File: src/design/mbc3_pkg.sv
// Shared types and constants for the MBC3 bank controller and its checker.
package mbc3_pkg;

    localparam int ADDR_W     = 16;
    localparam int DATA_W     = 8;
    localparam int ROM_ADDR_W = 22;
    localparam int RAM_ADDR_W = 15;
    localparam int IN_TDATA_W  = 24;
    localparam int OUT_TDATA_W = 40;

    localparam logic [7:0] RAM_ENABLE_KEY  = 8'h0A;
    localparam logic [7:0] MAX_RAM_SELECT  = 8'h07;
    localparam logic [7:0] ROM_BANK_RESET  = 8'h01;

    typedef enum logic [0:0] {
        OP_READ  = 1'b0,
        OP_WRITE = 1'b1
    } op_t;

    typedef enum logic [1:0] {
        TARGET_NONE = 2'd0,
        TARGET_ROM  = 2'd1,
        TARGET_RAM  = 2'd2
    } target_t;

    // Result item fields other than target, in tdata order.
    typedef struct packed {
        logic                  pad;
        logic                  bus_error;
        logic [RAM_ADDR_W-1:0] ram_address;
        logic [ROM_ADDR_W-1:0] rom_address;
        logic                  ram_write;
    } result_t;

endpackage

File: src/design/mbc3_bank_controller.sv
// MBC3 bank controller: bank registers and bus address translation.
// Result items are registered and appear in the cycle after their access is accepted.
// Throughput: one access per cycle unless the master side stalls; the decode and bank update
// are a single level of logic between the accepted access and the output register.
// Reset: rst_n clears asynchronously; ROM bank 1, RAM bank 0, RAM disabled, select 0,
// and the output register empty.
module mbc3_bank_controller
    import mbc3_pkg::*;
(
    input  logic                   clk,
    input  logic                   rst_n,
    input  logic                   s_axis_tvalid,
    output logic                   s_axis_tready,
    input  logic [IN_TDATA_W-1:0]  s_axis_tdata,   // address[15:0], data[23:16]
    input  logic                   s_axis_tuser,   // op[0]
    output logic                   m_axis_tvalid,
    input  logic                   m_axis_tready,
    output logic [OUT_TDATA_W-1:0] m_axis_tdata,   // ram_write[0], rom_address[22:1],
                                                   // ram_address[37:23], bus_error[38], pad
    output logic [1:0]             m_axis_tuser    // target[1:0]
);

    logic [7:0]  rom_bank_reg, rom_bank_next;
    logic [1:0]  ram_bank_reg, ram_bank_next;
    logic        ram_on_reg, ram_on_next;
    logic [7:0]  select_reg, select_next;
    logic        valid_reg;
    result_t     result_reg, result_next;
    target_t     target_reg, target_next;

    logic [ADDR_W-1:0] address;
    logic [DATA_W-1:0] data;
    op_t               op;
    logic              accept;
    logic              in_ram_window;
    logic              ram_mapped;
    logic [7:0]        rom_bank_low;

    assign address = s_axis_tdata[ADDR_W-1:0];
    assign data    = s_axis_tdata[ADDR_W+DATA_W-1:ADDR_W];
    assign op      = op_t'(s_axis_tuser);

    assign s_axis_tready = !valid_reg || m_axis_tready;
    assign accept        = s_axis_tvalid && s_axis_tready;

    assign in_ram_window = (address[15:13] == 3'b101);
    assign ram_mapped    = (select_reg <= MAX_RAM_SELECT);
    assign rom_bank_low  = {rom_bank_reg[7], data[6:0]};

    always_comb
    begin
        rom_bank_next = rom_bank_reg;
        ram_bank_next = ram_bank_reg;
        ram_on_next   = ram_on_reg;
        select_next   = select_reg;
        target_next   = TARGET_NONE;
        result_next   = '0;

        if (op == OP_WRITE)
        begin
            if (address inside {[16'h0000:16'h1FFF]})
            begin
                ram_on_next = (data == RAM_ENABLE_KEY);
            end
            else if (address inside {[16'h2000:16'h3FFF]})
            begin
                // Bank 0 cannot be selected in the switchable window.
                rom_bank_next = (rom_bank_low == 8'h00) ? ROM_BANK_RESET : rom_bank_low;
            end
            else if (address inside {[16'h4000:16'h5FFF]})
            begin
                select_next = data;
                if (ram_on_reg)
                begin
                    ram_bank_next = data[1:0];
                end
                else
                begin
                    rom_bank_next = rom_bank_reg | {1'b0, data[1:0], 5'b0};
                end
            end
            else if (in_ram_window && ram_on_reg && ram_mapped)
            begin
                target_next             = TARGET_RAM;
                result_next.ram_write   = 1'b1;
                result_next.ram_address = {ram_bank_reg, address[12:0]};
            end
        end
        else
        begin
            if (address[15:14] == 2'b00)
            begin
                target_next             = TARGET_ROM;
                result_next.rom_address = {6'b0, address};
            end
            else if (address[15:14] == 2'b01)
            begin
                target_next             = TARGET_ROM;
                result_next.rom_address = {rom_bank_reg, address[13:0]};
            end
            else if (in_ram_window)
            begin
                if (ram_mapped)
                begin
                    target_next             = TARGET_RAM;
                    result_next.ram_address = {ram_bank_reg, address[12:0]};
                end
            end
            else
            begin
                result_next.bus_error = 1'b1;
            end
        end
    end

    always_ff @(posedge clk or negedge rst_n)
    begin
        if (!rst_n)
        begin
            rom_bank_reg <= ROM_BANK_RESET;
            ram_bank_reg <= 2'd0;
            ram_on_reg   <= 1'b0;
            select_reg   <= 8'h00;
            valid_reg    <= 1'b0;
        end
        else
        begin
            if (accept)
            begin
                rom_bank_reg <= rom_bank_next;
                ram_bank_reg <= ram_bank_next;
                ram_on_reg   <= ram_on_next;
                select_reg   <= select_next;
                valid_reg    <= 1'b1;
            end
            else if (m_axis_tready)
            begin
                valid_reg <= 1'b0;
            end
        end
    end

    always_ff @(posedge clk)
    begin
        if (accept)
        begin
            result_reg <= result_next;
            target_reg <= target_next;
        end
    end

    assign m_axis_tvalid = valid_reg;
    assign m_axis_tdata  = result_reg;
    assign m_axis_tuser  = target_reg;

endmodule

File: config.mk
export PLATFORM = sky130hd
export DESIGN_NAME = mbc3_bank_controller
export DESIGN_NICKNAME = d
export VERILOG_FILES = /design/src/design/mbc3_pkg.sv /design/src/design/mbc3_bank_controller.sv
export SDC_FILE = /design/constraint.sdc
export NUM_CORES = 1
export LEC_CHECK = 0
export BUFFER_PORTS_ARGS = -buffer_cell sky130_fd_sc_hd__buf_2
export CORE_ASPECT_RATIO = 1.25
export CORE_UTILIZATION = 50
export DETAILED_ROUTE_END_ITERATION = 7
export PLACE_DENSITY_LB_ADDON = 0.12
export SYNTH_ARGS = -nofsm -noshare
export SYNTH_HDL_FRONTEND = slang
export SYNTH_SLANG_ARGS = --single-unit
File: constraint.sdc
create_clock -name clk -period 2.4 [get_ports clk]
set_input_delay 0.24 -clock clk [delete_from_list [all_inputs] [get_ports clk]]
set_output_delay 0.24 -clock clk [all_outputs]
set_load 0.01 [all_outputs]
[After elaboration in Yosys (flattened, before gate mapping)]
Cells that the tools add are included.
Storage, ports and cells
  input port bits: 29
  output and inout port bits: 44
  flip-flop bits (word level): 61
  logic and storage cells: 77
Operators by class
  mux-type cells: 28
  equal/unequal tests: 5
  reduce and logical (&&, ||, !) cells: 20
  bitwise gates (word level): 5
  magnitude comparators: 7
Operators by type and width (number)
  2-to-1 mux 15 bit: 9
  2-to-1 mux 16 bit: 2
  2-to-1 mux 8 bit: 4
  2-to-1 mux 2 bit: 9
  >= comparator 16 x 1 -> 1 bit, second input constant: 1
  >= comparator 16 x 14 -> 1 bit, second input constant: 1
  >= comparator 16 x 15 -> 1 bit, second input constant: 1
  <= comparator 16 x 13 -> 1 bit, second input constant: 1
  <= comparator 16 x 14 -> 1 bit, second input constant: 1
  <= comparator 16 x 15 -> 1 bit, second input constant: 1
  AND reduction 6 bit: 2
  AND reduction 5 bit: 2
  == test 8 x 4 -> 1 bit, second input constant: 1
  <= comparator 8 x 3 -> 1 bit, second input constant: 1
  zero test 8 bit: 1
  bitwise OR 8 x 7 -> 8 bit: 1
  logical AND 1 bit: 6
  OR reduction 3 bit: 2
  2-to-1 mux 1 bit: 4
  != test 2 x 1 -> 1 bit, second input constant: 2
  inverter 1 bit: 4
  nonzero test 2 bit: 2
  OR reduction 4 bit: 1
  == test 3 bit, second input constant: 1
  other kinds (5): 5

[Longest topological paths before layout]
  word-level depth: 8
  mapped depth: 4
  mapped depth without buffers: 3

[Worst setup path before layout]
OpenSTA, ideal clock, no wires.
  path type: reg-to-reg
  start: reg valid_reg (netlist: m_axis_tvalid)
  end: reg result_reg (netlist bit m_axis_tdata[0]) (enable)
  setup time: 402 ps
  setup slack: 189 ps
  clock period less this slack: 2211 ps
  cell stages (with the launch flop): 4
  path buffers: 1
  data required time: 1998 ps
  arrival: 1809 ps
  cells stage by stage: dfrtp_1 > nand2b_1 > clkbuf_1 > and2_1
Between the ends
  longest elaborated chain between the ends: 3
Ends and longest elaborated chain
  from (decl): line mbc3_bank_controller.sv:27  | logic valid_reg;
  from (signal assigned): line mbc3_bank_controller.sv:124  | valid_reg <= 1'b0;
  from (signal assigned): line mbc3_bank_controller.sv:134  | valid_reg <= 1'b1;
  from (signal assigned): line mbc3_bank_controller.sv:138  | valid_reg <= 1'b0;
  zero test 1 bit: line mbc3_bank_controller.sv:43  | assign s_axis_tready = !valid_reg || m_axis_tready;
  logical OR 1 bit: line mbc3_bank_controller.sv:43
  named net s_axis_tready: line mbc3_bank_controller.sv:13  | output logic s_axis_tready,
  logical AND 1 bit: line mbc3_bank_controller.sv:44  | assign accept = s_axis_tvalid && s_axis_tready;
  named net accept: line mbc3_bank_controller.sv:34  | logic accept;
  to (signal assigned): line mbc3_bank_controller.sv:147  | result_reg <= result_next;
  to (decl): line mbc3_bank_controller.sv:28  | result_t result_reg, result_next;
The timed path passes the listed nets, and every way through them passes these cells.
A chain may end at the register's enable or synchronous reset.

==> results_dict.tcl <==
set metrics [dict create \
    finalWirelength_mm 4.05 \
    tightest_slew_ps 1060 \
    ff2ff_path_depth 3 \
    route.detailed.drc 0 \
    drt.antenna.violating_nets 0 \
    filler_cell_count 341 \
    placement_rows 27 \
    max-clock-path-buffers 2 \
    netlist_instances 146 \
    drive_gt1_share_pct 38.4 \
    cts_sinks 56 \
    critical_path_buf_inv_count 0 \
    timing.hold.worst.class "in2reg" \
    outcome "finished clean" \
    dieArea_um2 4820 \
    post-route-util_pct 64.1 \
    placed_cells 269 \
    timing.setup.tns_ps 0 \
    initial_utilization_pct 51.7 \
    core_um2 4390 \
    postSynthAreaPerCell_um2 15.6 \
    path_clk_slew_ps 90 \
    tritoncts.num_buffers 5 \
    critical_path.endpoint_type "flip-flop" \
    post_detailed_placement_half_perimeter_wirelength_mm 3.02 \
    grt_antenna_before_repair 0 \
    final_replace_weighted_congestion 0.857 \
    chipWidth_um 62.3 \
    grt_first_pass_wirelength_mm 6.59 \
    yosys_register_bits 56 \
    setup_viol 0 \
    largest_register_ffs 38 \
    cp-endpoint "m_axis_tdata[32]" \
    grt-ovfl-total 0 \
    crit_path_top_delay_cell "sky130_fd_sc_hd__a2111oi_4" \
    root_buffer "sky130_fd_sc_hd__clkbuf_8" \
    crit-reg2reg-launch "select_reg[7]" \
    required_ps 2560 \
    drt_iter0_drc 65 \
    fin_worst_skew_ps 3.94 \
    reg2reg_slack_ps 360 \
    area_delta_synth_final_pct 24.0 \
    cp_top_family "simple AND/OR/NAND/NOR gates" \
    cells_along_the_critical_path "or4_4 > a2111oi_4 > and2_1" \
    tritoncts "done" \
    slew_viol_final 0 \
    power.static_leakage_nw 1.24 \
    timing.critical_path.from "select_reg[7]" \
    vdd_ir_drop_max_v 0.000475 \
    routed_wire_length_per_instance_um 14.6 \
    ys_warn_count 0 \
    seq_area_frac_synth_pct 70.6 \
    final_cell_count_no_fill 277 \
    r2r-end "m_axis_tdata[32]" \
    h-tree-depth 2 \
    area.sequential_um2 1600 \
    drv_cap 0 \
    antennaDiodeCount 0 \
    post_cts_resized 0 \
    fin_nets 248 \
    syn_area_um2 2270 \
    netlist-cell-type-count 32 \
    critical_path_startpoint_category "flip-flop" \
    first_global_vias 1412 \
    groute.usage.overall_pct 18.3 \
    final-hold-violation-count 0 \
    slew-limit-headroom_pct 28.9 \
    grt_start_max_net_pins 27 \
    cts_hold_buf 1 \
    die_height_um 77.4 \
    ios 73 \
    path_depth 3 \
    critical_path_arrival_ps 2200 \
    drt-vias-per-instance 5.27 \
    final_min_period_over_clock_period_pct 84.8 \
    multiInputGateArea_um2 624 \
    postCtsSetupRepairBufs 0 \
    fmaxAchievable_mhz 491 \
    hp-start "s_axis_tdata[18]" \
    final.min_clock_period_ps 2040 \
    critPathMaxFanout 16 \
    cellPowerDensity_nw_per_um2 739 \
    length_of_the_first_detailed_routing_pass_in_iterations 4 \
    cp_slowest_stage_delay_ps 720 \
    crit_type "reg2reg" \
    io_buffer_count 70 \
    via_count 1461 \
    rsz_0062_raised_after_global_routing "no" \
    clk-insertion-delay-late_ps 300 \
]
[layout by cell type, fill, tap and decap left out, types with 2 or more instances in the layout]
| cell | count |
|---|---|
| sky130_fd_sc_hd__buf_2 | 70 |
| sky130_fd_sc_hd__edfxtp_1 | 40 |
| sky130_fd_sc_hd__and2_1 | 29 |
| sky130_fd_sc_hd__dfrtp_1 | 15 |
| sky130_fd_sc_hd__mux2_1 | 9 |
| sky130_fd_sc_hd__and3_1 | 7 |
| sky130_fd_sc_hd__clkbuf_8 | 5 |
| sky130_fd_sc_hd__nand2b_1 | 4 |
| sky130_fd_sc_hd__nor4bb_1 | 3 |
| sky130_fd_sc_hd__a31oi_1 | 3 |
| sky130_fd_sc_hd__inv_1 | 2 |
| sky130_fd_sc_hd__nand3_1 | 2 |
| sky130_fd_sc_hd__or3_1 | 2 |
| sky130_fd_sc_hd__o221a_1 | 2 |
| sky130_fd_sc_hd__nand2_1 | 2 |
| sky130_fd_sc_hd__nor4_1 | 2 |
| sky130_fd_sc_hd__mux2_2 | 2 |
| sky130_fd_sc_hd__conb_1 | 2 |
| sky130_fd_sc_hd__bufinv_16 | 2 |
[synth_stat cells (all sizes together)]
| library cell | count | share of area (%) |
|---|---|---|
| mux2 | 11 | 5.5 |
| edfxtp | 40 | 53 |
| a2111oi | 1 | 1.2 |
| nand2b | 4 | 1.1 |
| nand2 | 2 | 0.33 |
| nor4 | 2 | 0.55 |
| and4b | 1 | 0.44 |
| nor4bb | 3 | 1.3 |
| or4 | 2 | 0.83 |
| dfrtp | 15 | 17 |
| a31oi | 3 | 0.83 |
| inv | 2 | 0.33 |
| o31a | 1 | 0.39 |
| dfstp | 1 | 1.2 |
| nor2 | 1 | 0.17 |
| o221a | 2 | 0.99 |
| or3 | 2 | 0.55 |
| nand3 | 2 | 0.44 |
| nor3b | 1 | 0.33 |
| conb | 1 | 0.17 |
| and4 | 1 | 0.39 |
| clkbuf | 4 | 0.66 |
| and3 | 7 | 1.9 |
| and4bb | 1 | 0.55 |
| a31o | 1 | 0.39 |
| and2 | 30 | 8.3 |
| buf | 3 | 1.2 |
| nor2b | 1 | 0.28 |
| nor4b | 1 | 0.39 |
[power by group]
part | total [mW] | internal, mW | leakage, nW | switching (mW)
clock network | 0.680 | 0.410 | 0.0642 | 0.270
registers | 1.17 | 1.13 | 0.597 | 0.0378
logic | 0.229 | 0.106 | 0.576 | 0.123
total | 2.08 | 1.65 | 1.24 | 0.431
[routing by layer]
layer	up-vias	wire length, um	global-route usage, %
li1	679	-	-
met1	725	1600	21.4
met2	52	2170	31.8
met3	5	218	5.29
met4	0	55	6.98
met5	-	0	0
[how the worst min path moves through the flow]
stage	end	slack [ps]	depth (start not counted)
2_1_floorplan	m_axis_tvalid	-60	0
3_3_place_gp	m_axis_tvalid	160	1
3_5_place_dp	m_axis_tvalid	170	1
4_1_cts	select_reg[7]	180	2
5_1_grt	select_reg[7]	190	2
6_report	rom_bank_reg[2]	180	2
[stage by stage]
stage / worst slack (ps) / instance area (um2) / power [mW] / hold slack, ps
2_1_floorplan: 189 / 2270 / 1.32 / -55.6
4_1_cts: 335 / 2820 / 2.10 / 178
6_report: 365 / 2820 / 2.08 / 184
3_3_place_gp: 455 / 2680 / 1.41 / 163
5_1_grt: 238 / 2820 / 2.17 / 185
3_5_place_dp: 357 / 2680 / 1.42 / 171
[cells by family (layout without fill, tap and decap cells)]
kind of cell	after synthesis	in the layout	synth area share, %
AO/OA/AOI/OAI	8	8	3.80
buffers and inverters	9	81	2.15
flip-flops	56	56	70.6
multiplexers	11	11	5.45
other	1	2	0.165
AND/OR/NAND/NOR	61	61	17.9
[worst register-to-register path, delay by kind of cell (launching register included)]
kind | cells | cell delay [ps]
AOI/OAI and AO/OA | 1 | 720
and+or+nand+nor | 2 | 800
DFF | 1 | 390
[layout make-up]
type / count / share of cell area [%]
tap: 58 / 2.58
clock inverter: 2 / 2.13
inverter: 2 / 0.267
clock buffer: 5 / 2.44
sequential: 56 / 56.9
multi-input combinational: 82 / 22.2
timing repair buffer: 72 / 13.5
No activity file was read; power rests on OpenSTA's default activity.
